### config.mk
export PLATFORM = sky130hd
export DESIGN_NAME = serial_packet_deframer_flat
export DESIGN_NICKNAME = d
export VERILOG_FILES = /design/src/rtl/core/spd_pkg.sv /design/src/rtl/core/spd_if.sv /design/src/rtl/core/serial_packet_deframer.sv /design/src/flat_wrapper.sv
export SDC_FILE = /design/constraint.sdc
export NUM_CORES = 1
export LEC_CHECK = 0
export ABC_AREA = 0
export BUFFER_PORTS_ARGS = -buffer_cell sky130_fd_sc_hd__buf_2
export CAP_MARGIN = 5
export CELL_PAD_IN_SITES_DETAIL_PLACEMENT = 1
export CELL_PAD_IN_SITES_GLOBAL_PLACEMENT = 1
export CORE_MARGIN = 10
export CORE_UTILIZATION = 53
export DETAILED_ROUTE_END_ITERATION = 16
export PLACE_DENSITY_LB_ADDON = 0.1
export SYNTH_ARGS = -nofsm -noshare
export SYNTH_HDL_FRONTEND = slang
export SYNTH_SLANG_ARGS = --single-unit
### constraint.sdc
create_clock -name clk -period 12.6 [get_ports clk]
set_input_delay 2.52 -clock clk [delete_from_list [all_inputs] [get_ports clk]]
set_output_delay 2.52 -clock clk [all_outputs]
set_load 0.01 [all_outputs]
### src/rtl/core/spd_pkg.sv
// Shared types and constants for the serial packet deframer.
package spd_pkg;

    localparam logic [7:0] SYNC_FIRST   = 8'hAA;
    localparam logic [7:0] SYNC_SECOND  = 8'h55;
    localparam logic [7:0] BCAST_ID     = 8'd250;
    localparam logic [7:0] OWN_ID_RESET = 8'd24;

    // Frame position: which byte of the packet is expected next.
    typedef enum logic [3:0] {
        PH_HUNT  = 4'd0,
        PH_SYNC2 = 4'd1,
        PH_ID    = 4'd2,
        PH_TYPE  = 4'd3,
        PH_D1    = 4'd4,
        PH_D2    = 4'd5,
        PH_D3    = 4'd6,
        PH_D4    = 4'd7,
        PH_SEQ   = 4'd8,
        PH_CHECK = 4'd9
    } phase_t;

    typedef struct packed {
        logic       packet_ok;
        logic       checksum_bad;
        logic [7:0] dest_id;
        logic [7:0] pkt_type;
        logic [7:0] data_one;
        logic [7:0] data_two;
        logic [7:0] data_three;
        logic [7:0] data_four;
        logic [7:0] seq_number;
        logic [7:0] check_byte;
    } result_t;

endpackage

### src/rtl/core/spd_if.sv
// Handshake channel interfaces for the serial packet deframer.
interface spd_rx_if;
    logic       valid;
    logic       ready;
    logic [7:0] rx_byte;

    modport source (output valid, output rx_byte, input ready);
    modport sink (input valid, input rx_byte, output ready);
endinterface

interface spd_res_if;
    logic            valid;
    logic            ready;
    spd_pkg::result_t data;

    modport source (output valid, output data, input ready);
    modport sink (input valid, input data, output ready);
endinterface

interface spd_cfg_if;
    logic       valid;
    logic       ready;
    logic [7:0] own_id;

    modport source (output valid, output own_id, input ready);
    modport sink (input valid, input own_id, output ready);
endinterface

### src/rtl/core/serial_packet_deframer.sv
// Serial packet deframer: sync hunt, field capture, XOR check, one result per byte.
// A result is registered in the result register, or in the skid while that is held.
// Throughput: one byte per cycle while the skid is empty; the frame tracker and
// checksum are a single registered pass, and a two-entry output (result register
// plus skid) keeps rx ready while one result waits downstream.
// Reset (rst_n, async, active low): hunting the first sync byte, held fields and
// last sequence zero, own ID 24, output empty.
module serial_packet_deframer (
    input  logic       clk,
    input  logic       rst_n,
    spd_cfg_if.sink    cfg,
    spd_rx_if.sink     rx,
    spd_res_if.source  res
);

    // Configured node address.
    logic [7:0] own_id_reg;

    // Frame tracker state.
    spd_pkg::phase_t phase_reg;
    spd_pkg::phase_t phase_next;
    logic [7:0]      held_id_reg;
    logic [7:0]      held_id_next;
    logic [7:0]      held_type_reg;
    logic [7:0]      held_type_next;
    logic [3:0][7:0] held_data_reg;
    logic [3:0][7:0] held_data_next;
    logic [7:0]      last_seq_reg;
    logic [7:0]      last_seq_next;

    // Output register and skid stage.
    spd_pkg::result_t result_next;
    spd_pkg::result_t out_data_reg;
    spd_pkg::result_t skid_data_reg;
    logic             out_valid_reg;
    logic             skid_valid_reg;

    logic       in_fire;
    logic       out_fire;
    logic [7:0] b;
    logic [7:0] sum;
    logic       good;

    // The user must write config only while idle; the block does not enforce this and always takes it.
    assign cfg.ready = 1'b1;

    always_ff @(posedge clk or negedge rst_n)
    begin
        if (!rst_n)
        begin
            own_id_reg <= spd_pkg::OWN_ID_RESET;
        end
        else if (cfg.valid && cfg.ready)
        begin
            own_id_reg <= cfg.own_id;
        end
    end

    // Handshakes. rx stays ready unless the skid stage is occupied.
    assign rx.ready  = !skid_valid_reg;
    assign in_fire   = rx.valid && rx.ready;
    assign out_fire  = res.valid && res.ready;
    assign res.valid = out_valid_reg;
    assign res.data  = out_data_reg;

    assign b = rx.rx_byte;

    // Checksum over sync header through sequence byte; last_seq_reg already
    // holds this packet's sequence byte when the check byte arrives.
    assign sum = spd_pkg::SYNC_FIRST ^ spd_pkg::SYNC_SECOND ^ held_id_reg
               ^ held_type_reg ^ held_data_reg[0] ^ held_data_reg[1]
               ^ held_data_reg[2] ^ held_data_reg[3] ^ last_seq_reg;
    assign good = (sum == b);

    // Next frame position.
    always_comb
    begin
        unique case (phase_reg)
            spd_pkg::PH_SYNC2:
                phase_next = (b == spd_pkg::SYNC_SECOND) ? spd_pkg::PH_ID
                                                          : spd_pkg::PH_HUNT;
            spd_pkg::PH_ID:
                phase_next = (b == own_id_reg || b == spd_pkg::BCAST_ID)
                           ? spd_pkg::PH_TYPE : spd_pkg::PH_HUNT;
            spd_pkg::PH_TYPE:  phase_next = spd_pkg::PH_D1;
            spd_pkg::PH_D1:    phase_next = spd_pkg::PH_D2;
            spd_pkg::PH_D2:    phase_next = spd_pkg::PH_D3;
            spd_pkg::PH_D3:    phase_next = spd_pkg::PH_D4;
            spd_pkg::PH_D4:    phase_next = spd_pkg::PH_SEQ;
            spd_pkg::PH_SEQ:
                // repeated sequence number drops the packet
                phase_next = (b != last_seq_reg) ? spd_pkg::PH_CHECK
                                                 : spd_pkg::PH_HUNT;
            spd_pkg::PH_CHECK: phase_next = spd_pkg::PH_HUNT;
            // hunting, and any unused code: look for the first sync byte
            default:
                phase_next = (b == spd_pkg::SYNC_FIRST) ? spd_pkg::PH_SYNC2
                                                        : spd_pkg::PH_HUNT;
        endcase
    end

    // Field capture and the result for this byte.
    always_comb
    begin
        held_id_next   = held_id_reg;
        held_type_next = held_type_reg;
        held_data_next = held_data_reg;
        last_seq_next  = last_seq_reg;
        result_next    = '0;
        unique case (phase_reg)
            spd_pkg::PH_ID:   held_id_next      = b;
            spd_pkg::PH_TYPE: held_type_next    = b;
            spd_pkg::PH_D1:   held_data_next[0] = b;
            spd_pkg::PH_D2:   held_data_next[1] = b;
            spd_pkg::PH_D3:   held_data_next[2] = b;
            spd_pkg::PH_D4:   held_data_next[3] = b;
            spd_pkg::PH_SEQ:
            begin
                // stored even if the checksum later fails
                if (b != last_seq_reg)
                begin
                    last_seq_next = b;
                end
            end
            spd_pkg::PH_CHECK:
            begin
                result_next.packet_ok    = good;
                result_next.checksum_bad = !good;
                result_next.dest_id      = held_id_reg;
                result_next.pkt_type     = held_type_reg;
                result_next.data_one     = held_data_reg[0];
                result_next.data_two     = held_data_reg[1];
                result_next.data_three   = held_data_reg[2];
                result_next.data_four    = held_data_reg[3];
                result_next.seq_number   = last_seq_reg;
                result_next.check_byte   = b;
                // good broadcast: report as addressed to us, keep check consistent
                if (good && held_id_reg == spd_pkg::BCAST_ID)
                begin
                    result_next.dest_id    = own_id_reg;
                    result_next.check_byte = b ^ spd_pkg::BCAST_ID ^ own_id_reg;
                end
            end
            default:
            begin
            end
        endcase
    end

    // Frame control state.
    always_ff @(posedge clk or negedge rst_n)
    begin
        if (!rst_n)
        begin
            phase_reg    <= spd_pkg::PH_HUNT;
            last_seq_reg <= 8'd0;
        end
        else if (in_fire)
        begin
            phase_reg    <= phase_next;
            last_seq_reg <= last_seq_next;
        end
    end

    // Captured fields: always written before a packet can complete.
    always_ff @(posedge clk or negedge rst_n)
    begin
        if (!rst_n)
        begin
            held_id_reg   <= 8'd0;
            held_type_reg <= 8'd0;
            held_data_reg <= '0;
        end
        else if (in_fire)
        begin
            held_id_reg   <= held_id_next;
            held_type_reg <= held_type_next;
            held_data_reg <= held_data_next;
        end
    end

    // Output/skid valid flags. Skid fills only when the result register is
    // full and not drained this cycle; it empties into the result register.
    always_ff @(posedge clk or negedge rst_n)
    begin
        if (!rst_n)
        begin
            out_valid_reg  <= 1'b0;
            skid_valid_reg <= 1'b0;
        end
        else if (skid_valid_reg)
        begin
            if (out_fire)
            begin
                skid_valid_reg <= 1'b0;
            end
        end
        else if (in_fire)
        begin
            if (out_valid_reg && !out_fire)
            begin
                skid_valid_reg <= 1'b1;
            end
            else
            begin
                out_valid_reg <= 1'b1;
            end
        end
        else if (out_fire)
        begin
            out_valid_reg <= 1'b0;
        end
    end

    always_ff @(posedge clk)
    begin
        if (out_fire && skid_valid_reg)
        begin
            out_data_reg <= skid_data_reg;
        end
        else if (in_fire && (!out_valid_reg || out_fire))
        begin
            out_data_reg <= result_next;
        end
        if (in_fire && out_valid_reg && !out_fire)
        begin
            skid_data_reg <= result_next;
        end
    end

endmodule
### src/flat_wrapper.sv
// flat-port wrapper written by rule: the top's interface ports become plain ports
module serial_packet_deframer_flat 
  (clk, rst_n, cfg_valid, cfg_own_id, cfg_ready, rx_valid, rx_rx_byte, rx_ready, res_valid, res_data, res_ready);
  spd_cfg_if cfg_i ();
  spd_rx_if rx_i ();
  spd_res_if res_i ();
  input  logic clk;
  input  logic rst_n;
  input wire logic [$bits(cfg_i.valid)-1:0] cfg_valid;
  input wire logic [$bits(cfg_i.own_id)-1:0] cfg_own_id;
  output wire logic [$bits(cfg_i.ready)-1:0] cfg_ready;
  input wire logic [$bits(rx_i.valid)-1:0] rx_valid;
  input wire logic [$bits(rx_i.rx_byte)-1:0] rx_rx_byte;
  output wire logic [$bits(rx_i.ready)-1:0] rx_ready;
  output wire logic [$bits(res_i.valid)-1:0] res_valid;
  output wire logic [$bits(res_i.data)-1:0] res_data;
  input wire logic [$bits(res_i.ready)-1:0] res_ready;
  assign cfg_i.valid = cfg_valid;
  assign cfg_i.own_id = cfg_own_id;
  assign cfg_ready = cfg_i.ready;
  assign rx_i.valid = rx_valid;
  assign rx_i.rx_byte = rx_rx_byte;
  assign rx_ready = rx_i.ready;
  assign res_valid = res_i.valid;
  assign res_data = res_i.data;
  assign res_i.ready = res_ready;
  serial_packet_deframer u_core (.clk(clk), .rst_n(rst_n), .cfg(cfg_i), .rx(rx_i), .res(res_i));
endmodule
==> results of run 1 <==
final timing paths:
check / startpoint / slack (ns) / end / depth (start not counted)
worst min register to register: u_core.skid_data_reg[64]$_DFFE_PP_ / 0.54 / u_core.res.data[64]$_DFFE_PP_ / 2
worst min-delay path: u_core.skid_data_reg[64]$_DFFE_PP_ / 0.54 / u_core.res.data[64]$_DFFE_PP_ / 2
max in group asynchronous: rst_n / 9.76 / u_core.held_data_reg[23]$_DFFE_PN0P_ / 2
min in group asynchronous: rst_n / 2.24 / u_core.last_seq_reg[6]$_DFFE_PN0P_ / 2
worst max-delay path: rx_rx_byte[5] / 8.06 / u_core.res.data[7]$_DFFE_PP_ / 8
worst max register to register: u_core.held_data_reg[11]$_DFFE_PN0P_ / 9.95 / u_core.res.data[7]$_DFFE_PP_ / 7
cell families (layout without fill, tap and decap cells):
family                    count (synthesis)  count (layout)  share of synthesized area, %
DFF                                     202             202                         64.70
other                                     1               1                       0.04243
xor gates and xnor gates                 72              72                         7.391
AOI/OAI and AO/OA                        47              47                         3.030
buffers and inverters                    36             135                         1.699
and+or+nand+nor                         163             163                         10.52
muxes                                    99              99                         12.62
power by group:
group / total, W / internal (W) / switching [W]
registers: 0.00110 / 0.000945 / 0.000152
clock network: 0.000594 / 0.000351 / 0.000244
logic: 0.000867 / 0.000363 / 0.000504
total: 0.00256 / 0.00166 / 0.000900
critical path: stages:
cell,delay (ns)
buf_2,0.31
xor2_1,0.31
xnor2_1,0.14
xnor2_1,0.26
nand4_4,0.30
nor4_2,0.53
xnor2_1,0.24
o21ai_1,0.11
Yosys cell counts, types with 7 or more instances:
master    number  area, um^2
and2_1        49       306.5
clkbuf_1      26       97.59
dfrtp_1       68        1702
edfxtp_1     132        3964
mux2_2        99        1115
nand2_1       50       187.7
nor2_1        25       93.84
nor4_2         7       87.58
o21ai_0       20       100.1
o21ai_1        8       40.04
o31ai_1        8       60.06
xnor2_1       63       551.8
per-layer routing:
layer	up-vias	wire length, um	share of wire [%]	global-route usage (%)
li1	2376	-	-	-
met1	2645	8658	41	23.27
met2	135	10770	51	32.74
met3	40	1013	4.8	3.580
met4	0	539	2.6	6.379
met5	-	0	0	0
final cells by class:
cell class              count  area share (%)
well taps                 220           2.717
flip-flops and latches    202           56.45
clock inverters             7          0.5929
multi-input cells         382           29.46
repair buffers             92           4.644
clock buffers              30           5.917
inverters                   6          0.2223
per-stage QoR:
step | hold slack [ns] | instance area [um^2] | worst slack (ns)
after floorplan | 0.4836 | 8837 | 6.495
after global placement | 0.5029 | 9470 | 7.879
after detailed placement | 0.5282 | 9470 | 7.715
after CTS | 0.5438 | 10130 | 8.085
after global routing | 0.5670 | 10130 | 7.959
final | 0.5390 | 10130 | 8.064
==> impl_metrics.sql, run 1 <==
INSERT INTO impl_metrics (metric_group, metric, value, unit) VALUES
('sta', 'setup_repair_after_global_routing_missed_its_margin', 'no', ''),
('grt', 'antenna_found_initial', '0', ''),
('outcome', 'status', 'finished clean', ''),
('clock_tree', 'clock_tree.root_cell', 'clkbuf_16', ''),
('die', 'dieHeight', '149.1', 'um'),
('sta', 'report.final.slew_viol_count', '0', ''),
('cells_and_area', 'layout.cells.non_filler', '939', ''),
('grt', 'grt_start_max_net_pins', '71', ''),
('clock_tree', 'clock_tree.htree_level_count', '1', ''),
('clock_tree', 'cts_inserted_buffers', '21', ''),
('pwr', 'leakage', '3.995', 'nW'),
('cells_and_area', 'final_common_cell', 'edfxtp_1', ''),
('grt', 'groute.usage.overall', '18.92', '%'),
('cells_and_area', 'final_util', '61.52', '%'),
('die', 'die-area', '22240', 'um^2'),
('cells_and_area', 'synthToLayoutAreaGrowth', '14.63', '%'),
('die', 'placeableCoreArea', '16470', 'um^2'),
('cells_and_area', 'fillers', '1636', ''),
('cells_and_area', 'multi_input_area', '2984', 'um^2'),
('cells_and_area', 'final_cell_mix', 'edfxtp_1, mux2_2, buf_2', ''),
('synth', 'synth_edf_count', '132', ''),
('clock_tree', 'ctsLongestPathBuffers', '3', ''),
('pwr', 'totalPowerFinal', '0.002558', 'W'),
('cells_and_area', 'area.sequential', '5718', 'um^2'),
('cells_and_area', 'n_antenna_cell', '0', ''),
('routing', 'post_detailed_route_via_to_cell_ratio', '5.534', ''),
('synth', 'syn-instance-count', '620', ''),
('routing', 'detail_route.iter0.violations', '281', ''),
('synth', 'postSynth.asyncResetShare', '34.65', '%'),
('routing', 'drt-wirelength-per-cell', '22.34', 'um'),
('placement', 'hpwl', '13.99', 'mm'),
('sta', 'timing.final.hold_violations', '0', ''),
('grt', 'grt_first_pass_wirelength', '32.97', 'mm'),
('routing', 'drt-pass1-iter-count', '6', ''),
('sta', 'totalNegativeSetupSlack', '0', 'ns'),
('sta', 'max_slew_margin', '34.90', '%'),
('die', 'die_x', '149.1', 'um'),
('placement', 'post-place-cells', '902', ''),
('grt', 'first_global_vias', '5759', ''),
('sta', 'fmax', '220.5', 'MHz'),
('worst_setup_path', 'setup.worst_path.class', 'primary input to flip-flop', ''),
('synth', 'cell_area_after_synthesis', '8837', 'um^2'),
('synth', 'ys_seq_elements', '202', ''),
('clock_tree', 'cts.reportedPaths.clkPinSlew', '0.06', 'ns'),
('synth', 'postSynthNetCount', '641', ''),
('routing', 'drc', '0', ''),
('worst_setup_path', 'worst_setup_path_start_kind', 'primary input', ''),
('worst_setup_path', 'critical_path_required', '12.81', 'ns'),
('run', 'maxCapViolations', '0', ''),
('min_path', 'min-delay-path-class', 'flip-flop to flip-flop', ''),
('pwr', 'ir_worst_vdd', '0.0001698', 'V'),
('worst_setup_path', 'worstSetupEndpointType', 'flip-flop', ''),
('synth', 'synth_seq_area_share', '64.70', '%'),
('clock_tree', 'postCtsHoldBufs', '0', ''),
('pwr', 'p_per_area', '252.5', 'nW/um^2'),
('grt', 'globalRoute.totalOverflow', '0', ''),
('routing', 'wl', '20.98', 'mm'),
('synth', 'netlist-cell-type-count', '42', ''),
('synth', 'post_synth.cell_area_avg', '14.25', 'um^2'),
('placement', 'placement.io_buffers', '88', ''),
('sta', 'finalCriticalPeriod', '4.536', 'ns'),
('sta', 'setup_viol_count_final', '0', ''),
('routing', 'via_count', '5196', ''),
('sta', 'final.setup_skew', '0.01456', 'ns'),
('sta', 'tightest_slew', '0.9742', 'ns'),
('routing', 'final_antenna_net_count', '0', ''),
('clock_tree', 'cts-resized-gates', '0', ''),
('cells_and_area', 'fin_nets', '726', ''),
('clock_tree', 'postCtsSetupBuffers', '0', ''),
('clock_tree', 'tritoncts', 'yes', ''),
('synth', 'synthFlopType', 'edfxtp_1', ''),
('clock_tree', 'clock_insertion_delay_worst_skew', '0.49', 'ns'),
('sta', 'min_period_over_period', '36.00', '%'),
('die', 'placement_rows', '47', ''),
('worst_setup_path', 'arrival', '4.75', 'ns'),
('die', 'starting_density_of_the_core', '53.67', '%'),
('clock_tree', 'cts_num_sinks', '202', ''),
('die', 'pin_count', '90', ''),
('worst_setup_path', 'worst-path-max-fanout', '12', ''),
('cells_and_area', 'drive_gt1_share', '33.66', '%'),
('synth', 'synth_warnings', '0', ''),
('placement', 'gp_congestion', '0.8201', '');
Note: power is estimated with default switching activity, not from simulation.
==> run 2: changes to the inputs <==
CORE_UTILIZATION = 44   (was 53)
clock period = 3.95 ns   (was 12.6 ns; I/O delays follow)
==> impl_metrics.sql, run 2 (same netlist as run 1, synthesis figures left out) <==
INSERT INTO impl_metrics (metric_group, metric, value, unit) VALUES
('outcome', 'status', 'finished clean', ''),
('routing', 'via_count', '5169', ''),
('cells_and_area', 'final_common_cell', 'edfxtp_1', ''),
('clock_tree', 'postCtsSetupBuffers', '0', ''),
('sta', 'max_slew_margin', '36.64', '%'),
('die', 'dieHeight', '161.7', 'um'),
('worst_setup_path', 'path_cells', 'buf_2, xor2_1, xnor2_1, xnor2_1, nand4_4, nor4_2, xnor2_1, o21ai_1', ''),
('cells_and_area', 'area.sequential', '5718', 'um^2'),
('sta', 'finalCriticalPeriod', '2.633', 'ns'),
('clock_tree', 'ctsLongestPathBuffers', '3', ''),
('sta', 'setup_viol_count_final', '0', ''),
('routing', 'final_antenna_net_count', '0', ''),
('clock_tree', 'postCtsHoldBufs', '0', ''),
('cells_and_area', 'fillers', '1979', ''),
('worst_setup_path', 'worst_setup_path_start_kind', 'primary input', ''),
('routing', 'drt-pass1-iter-count', '4', ''),
('cells_and_area', 'drive_gt1_share', '33.98', '%'),
('sta', 'final.setup_skew', '0.008069', 'ns'),
('sta', 'totalNegativeSetupSlack', '0', 'ns'),
('cells_and_area', 'layout.cells.non_filler', '992', ''),
('sta', 'whs', '0.2949', 'ns'),
('placement', 'placement.io_buffers', '88', ''),
('cells_and_area', 'fin_nets', '732', ''),
('sta', 'min_period_over_period', '66.67', '%'),
('routing', 'drc', '0', ''),
('pwr', 'ir_worst_vdd', '0.0005150', 'V'),
('die', 'starting_density_of_the_core', '45.11', '%'),
('grt', 'globalRoute.totalOverflow', '0', ''),
('worst_setup_path', 'crit_path_max_incr_delay', '0.48', 'ns'),
('clock_tree', 'cts_num_sinks', '202', ''),
('placement', 'hpwl', '14.26', 'mm'),
('grt', 'grt_first_pass_wirelength', '32.89', 'mm'),
('clock_tree', 'cts.reportedPaths.clkPinSlew', '0.06', 'ns'),
('sta', 'report.final.slew_viol_count', '0', ''),
('die', 'die-area', '26150', 'um^2'),
('clock_tree', 'clock_tree.htree_level_count', '1', ''),
('worst_setup_path', 'arrival', '2.86', 'ns'),
('die', 'placement_rows', '51', ''),
('grt', 'first_global_vias', '5649', ''),
('sta', 'fmax', '379.7', 'MHz'),
('grt', 'antenna_found_initial', '0', ''),
('routing', 'drt-wirelength-per-cell', '20.95', 'um'),
('pwr', 'leakage', '4.053', 'nW'),
('worst_setup_path', 'setup.worst_path.class', 'primary input to flip-flop', ''),
('clock_tree', 'cts_inserted_buffers', '23', ''),
('cells_and_area', 'final_util', '52.61', '%'),
('worst_setup_path', 'critical_path_s_most_frequent_cell', 'xnor2_1', ''),
('grt', 'grt_start_max_net_pins', '49', ''),
('placement', 'gp_congestion', '0.8177', ''),
('die', 'pin_count', '90', ''),
('routing', 'post_detailed_route_via_to_cell_ratio', '5.211', ''),
('min_path', 'min-delay-path-class', 'primary input to async pin', ''),
('grt', 'groute.usage.overall', '15.80', '%'),
('sta', 'tightest_slew', '0.9504', 'ns'),
('cells_and_area', 'final_cell_mix', 'edfxtp_1, mux2_2, buf_2', ''),
('cells_and_area', 'synthToLayoutAreaGrowth', '16.62', '%'),
('placement', 'post-place-cells', '951', ''),
('clock_tree', 'cts-resized-gates', '0', ''),
('die', 'die_x', '161.7', 'um'),
('sta', 'setup_repair_after_global_routing_missed_its_margin', 'no', ''),
('sta', 'timing.final.hold_violations', '0', ''),
('routing', 'wl', '20.79', 'mm'),
('clock_tree', 'clock_tree.root_cell', 'clkbuf_16', ''),
('die', 'placeableCoreArea', '19590', 'um^2'),
('cells_and_area', 'n_antenna_cell', '0', ''),
('run', 'maxCapViolations', '0', ''),
('clock_tree', 'tritoncts', 'yes', ''),
('worst_setup_path', 'worstSetupEndpointType', 'flip-flop', ''),
('worst_setup_path', 'worst-path-max-fanout', '12', ''),
('pwr', 'p_per_area', '804.6', 'nW/um^2'),
('pwr', 'totalPowerFinal', '0.008292', 'W'),
('cells_and_area', 'multi_input_area', '2983', 'um^2'),
('worst_setup_path', 'critical_path_required', '4.18', 'ns'),
('routing', 'detail_route.iter0.violations', '275', ''),
('worst_setup_path', 'slowest_stage', 'nor4_2', ''),
('clock_tree', 'clock_insertion_delay_worst_skew', '0.50', 'ns');
[run 2: cell types whose count changed in the layout (fill, tap and decap cells not counted), sizes merged]
cell	before	now
clkbuf	30	32
inv	6	7
clkinvlp	0	1
bufinv	1	2
buf	92	96
clkinv	6	5
[run 2: cell type report]
class	count	share of cell area, %
Clock buffer	32	6.301
Sequential cell	202	55.48
Inverter	6	0.2185
Multi-Input combinational cell	382	28.94
Timing Repair Buffer	96	4.856
Clock inverter	9	0.9834
Tap cell	265	3.217
[run 2: worst paths after layout]
path | slack (ns) | from | end | depth (start not counted)
hold / removal | 0.29 | rst_n | u_core.last_seq_reg[3]$_DFFE_PN0P_ | 1
setup / recovery | 1.32 | rx_rx_byte[5] | u_core.res.data[3]$_DFFE_PP_ | 8
setup reg to reg | 1.32 | u_core.phase_reg[0]$_DFFE_PN0P_ | u_core.res.data[56]$_DFFE_PP_ | 4
hold reg to reg | 0.53 | u_core.held_type_reg[2]$_DFFE_PN0P_ | u_core.held_type_reg[2]$_DFFE_PN0P_ | 2
max in group asynchronous | 2.60 | rst_n | u_core.held_data_reg[22]$_DFFE_PN0P_ | 2
min in group clk | 0.53 | u_core.held_type_reg[2]$_DFFE_PN0P_ | u_core.held_type_reg[2]$_DFFE_PN0P_ | 2
[run 2: per-layer routing]
layer	up-vias	wire, um	GRT usage [%]
li1	2386	-	-
met1	2632	8898	19.77
met2	123	10510	27.67
met3	28	1048	2.882
met4	0	331	3.929
met5	-	0	0
[run 2: stage by stage]
stage	setup WS [ns]	cell area, um^2
2_1_floorplan	0.6725	8840
3_3_place_gp	0.9686	9555
3_5_place_dp	0.8155	9555
4_1_cts	1.253	10310
5_1_grt	0.9771	10310
6_report	1.317	10310
[run 2: power by group]
group / total, W / switching, W / internal [W]
registers: 0.00347 / 0.000455 / 0.00301
logic: 0.00273 / 0.00156 / 0.00117
clock network: 0.00210 / 0.000818 / 0.00128
total: 0.00829 / 0.00283 / 0.00546
[run 2: critical path: cells and delay by family]
family	cells	cell delay, ns
simple gates	2	0.78
compound gates	1	0.10
buf+inv	1	0.29
xor+xnor	4	0.89
==> run 3: changes to the inputs <==
ABC_AREA = 1   (was 0)
CORE_UTILIZATION = 41   (was 44)
clock period = 2.4 ns   (was 3.95 ns; I/O delays follow)
==> impl_metrics.sql, run 3 <==
INSERT INTO impl_metrics (metric_group, metric, value, unit) VALUES
('synth', 'cell_area_after_synthesis', '9276', 'um^2'),
('grt', 'grt_start_max_net_pins', '71', ''),
('grt', 'grt_first_pass_wirelength', '41.95', 'mm'),
('sta', 'whs', '-0.003459', 'ns'),
('worst_setup_path', 'worst-path-max-fanout', '7', ''),
('cells_and_area', 'fin_nets', '1151', ''),
('synth', 'yosys-top-cells-count', 'nand2_1, edfxtp_1, inv_1, nor2_1, o21ai_0', ''),
('clock_tree', 'cts_num_sinks', '202', ''),
('die', 'dieHeight', '170.4', 'um'),
('worst_setup_path', 'setup.worst_path.class', 'flip-flop to flip-flop', ''),
('routing', 'detail_route.iter0.violations', '451', ''),
('worst_setup_path', 'critical_path_required', '2.67', 'ns'),
('grt', 'groute.usage.overall', '18.21', '%'),
('cells_and_area', 'final_util', '49.39', '%'),
('die', 'placeableCoreArea', '22030', 'um^2'),
('synth', 'synthFlopType', 'edfxtp_1', ''),
('clock_tree', 'clock_tree.htree_level_count', '1', ''),
('routing', 'drt-pass1-iter-count', '4', ''),
('cells_and_area', 'final_common_cell', 'nand2_1', ''),
('placement', 'hpwl', '18.85', 'mm'),
('cells_and_area', 'final_cell_mix', 'nand2_1, edfxtp_1, inv_1', ''),
('grt', 'first_global_vias', '7553', ''),
('synth', 'postSynthNetCount', '1052', ''),
('grt', 'antenna_found_initial', '0', ''),
('pwr', 'ir_worst_vdd', '0.0006028', 'V'),
('sta', 'report.final.slew_viol_count', '0', ''),
('routing', 'final_antenna_net_count', '0', ''),
('synth', 'yosys.cell_count.top_type', 'nand2_1', ''),
('synth', 'synth_seq_area_share', '61.64', '%'),
('run', 'maxCapViolations', '0', ''),
('sta', 'worst_slack', '0.2514', 'ns'),
('sta', 'setup_repair_after_global_routing_missed_its_margin', 'no', ''),
('die', 'die-area', '29040', 'um^2'),
('clock_tree', 'tritoncts', 'yes', ''),
('sta', 'tightest_slew', '0.7516', 'ns'),
('cells_and_area', 'synthToLayoutAreaGrowth', '17.26', '%'),
('sta', 'max_slew_margin', '49.89', '%'),
('clock_tree', 'cts.reportedPaths.clkPinSlew', '0.06', 'ns'),
('sta', 'finalCriticalPeriod', '2.149', 'ns'),
('synth', 'netlist-cell-type-count', '31', ''),
('synth', 'synth_top_area_cells', 'edfxtp_1, dfrtp_1, nand2_1', ''),
('synth', 'syn-instance-count', '1031', ''),
('worst_setup_path', 'worstSetupEndpointType', 'flip-flop', ''),
('clock_tree', 'clock_insertion_delay_worst_skew', '0.52', 'ns'),
('synth', 'ys_seq_elements', '202', ''),
('synth', 'post_synth.cell_area_avg', '8.997', 'um^2'),
('min_path', 'min-delay-path-class', 'primary input to async pin', ''),
('die', 'pin_count', '90', ''),
('sta', 'fmax', '465.4', 'MHz'),
('grt', 'globalRoute.totalOverflow', '0', ''),
('synth', 'synth_top_cell_by_area', 'edfxtp_1', ''),
('die', 'die_x', '170.4', 'um'),
('clock_tree', 'cts_inserted_buffers', '23', ''),
('outcome', 'status', 'finished with violations', ''),
('cells_and_area', 'n_antenna_cell', '0', ''),
('die', 'placement_rows', '54', ''),
('routing', 'post_detailed_route_via_to_cell_ratio', '5.029', ''),
('routing', 'wl', '26.10', 'mm'),
('placement', 'gp_congestion', '0.8430', ''),
('worst_setup_path', 'arrival', '2.42', 'ns'),
('synth', 'postSynth.asyncResetShare', '34.65', '%'),
('cells_and_area', 'drive_gt1_share', '14.30', '%'),
('routing', 'drt-wirelength-per-cell', '18.29', 'um'),
('sta', 'min_period_over_period', '89.52', '%'),
('synth', 'synth_top_area_share', '42.73', '%'),
('clock_tree', 'clock_tree.root_cell', 'clkbuf_16', ''),
('routing', 'via_count', '7176', ''),
('sta', 'setup_viol_count_final', '0', ''),
('placement', 'placement.io_buffers', '88', ''),
('outcome', 'failed_checks', 'negative hold slack', ''),
('sta', 'final.setup_skew', '0.01879', 'ns'),
('pwr', 'leakage', '4.928', 'nW'),
('synth', 'synth_edf_count', '132', ''),
('placement', 'pre_cts_ws', '-0.08560', 'ns'),
('synth', 'synth_warnings', '0', ''),
('routing', 'drc', '0', ''),
('sta', 'timing.final.hold_violations', '7', ''),
('die', 'starting_density_of_the_core', '42.12', '%'),
('clock_tree', 'ctsLongestPathBuffers', '3', ''),
('worst_setup_path', 'worst_setup_path_start_kind', 'flip-flop', ''),
('pwr', 'p_per_area', '1149', 'nW/um^2');
-- run 3: cell count changes after synthesis, sizes merged, moves of 7 or more --
| cell | before | now |
|---|---|---|
| xor2 | 8 | 15 |
| nand4 | 7 | 25 |
| o21ai | 28 | 70 |
| o31ai | 8 | 0 |
| nand2 | 50 | 418 |
| nor2 | 25 | 77 |
| inv | 6 | 100 |
| buf | 4 | 12 |
| mux2 | 99 | 2 |
| nand3 | 3 | 57 |
| and2 | 49 | 0 |
| xnor2 | 64 | 6 |
-- run 3: cell families (layout without fill, tap and decap cells) --
family | count (synthesis) | count (layout) | synth area share, %
AND/OR/NAND/NOR | 585 | 585 | 25.49
flip-flops | 202 | 202 | 61.64
buffers and inverters | 141 | 257 | 6.137
AO/OA/AOI/OAI | 79 | 79 | 4.303
multiplexers | 2 | 2 | 0.2428
other | 1 | 1 | 0.04043
XOR/XNOR | 21 | 21 | 2.145
-- run 3: metrics by stage --
step	total power (W)	setup TNS [ns]	instances	cell area (um^2)
2_1_floorplan	0.007694	0	1031	9298
4_1_cts	0.01265	0	1427	10870
5_1_grt	0.01338	0	1427	10880
3_3_place_gp	0.009117	-0.5585	1385	10150
3_5_place_dp	0.009233	-0.6916	1385	10150
6_report	0.01250	0	1427	10880
-- run 3: worst paths after layout --
kind / startpoint / endpoint / slack, ns / cells after the start
max in group asynchronous: rst_n / u_core.held_data_reg[16]$_DFFE_PN0P_ / 2.07 / 2
min in group clk: cfg_own_id[7] / u_core.own_id_reg[7]$_DFFE_PN0P_ / 0.17 / 3
setup / recovery: u_core.held_data_reg[4]$_DFFE_PN0P_ / u_core.res.data[59]$_DFFE_PP_ / 0.25 / 14
hold reg to reg: u_core.held_data_reg[31]$_DFFE_PN0P_ / u_core.held_data_reg[31]$_DFFE_PN0P_ / 0.51 / 2
setup reg to reg: u_core.held_data_reg[4]$_DFFE_PN0P_ / u_core.res.data[59]$_DFFE_PP_ / 0.25 / 14
hold / removal: rst_n / u_core.last_seq_reg[4]$_DFFE_PN0P_ / -0.003 / 2
-- run 3: critical path: stages, from the launching register on --
cell     delay, ns
dfrtp_1       0.41
inv_1         0.15
nand2_1       0.10
nand3_1       0.11
nand3_1       0.10
nand2_1       0.08
nand2_1       0.05
nand2_1       0.05
nand2_1       0.06
nor2_2        0.24
nand2_1       0.13
inv_2         0.14
nand3_1       0.12
nand3_1       0.10
nand2_1       0.05
-- run 3: final cells by class --
class	count	area [um^2]
fill	2628	11150
sequential	202	5718
multi-input combinational	688	3033
timing repair buffer	114	685.7
clock buffer	36	655.6
inverter	101	379.1
tap	280	350.3
clock inverter	6	56.30
-- run 3: layer usage --
layer / wire, um / GRT usage (%)
met5: 0 / 0
met2: 12020 / 29.94
met3: 1188 / 3.193
met1: 12420 / 24.61
met4: 467 / 4.081
-- run 3: where the power goes --
group | internal (W) | switching [W] | total [W] | leakage, nW
clock network | 0.00198 | 0.00138 | 0.00336 | 0.346
logic | 0.00126 | 0.00261 | 0.00387 | 2.41
registers | 0.00477 | 0.000494 | 0.00526 | 2.18
-- run 3: what timing repair did --
item | CTS | global route
gates resized for setup | 0 | 4
setup endpoints to repair | 0 | 11
setup buffers | 0 | 0
hold buffers | 0 | 0
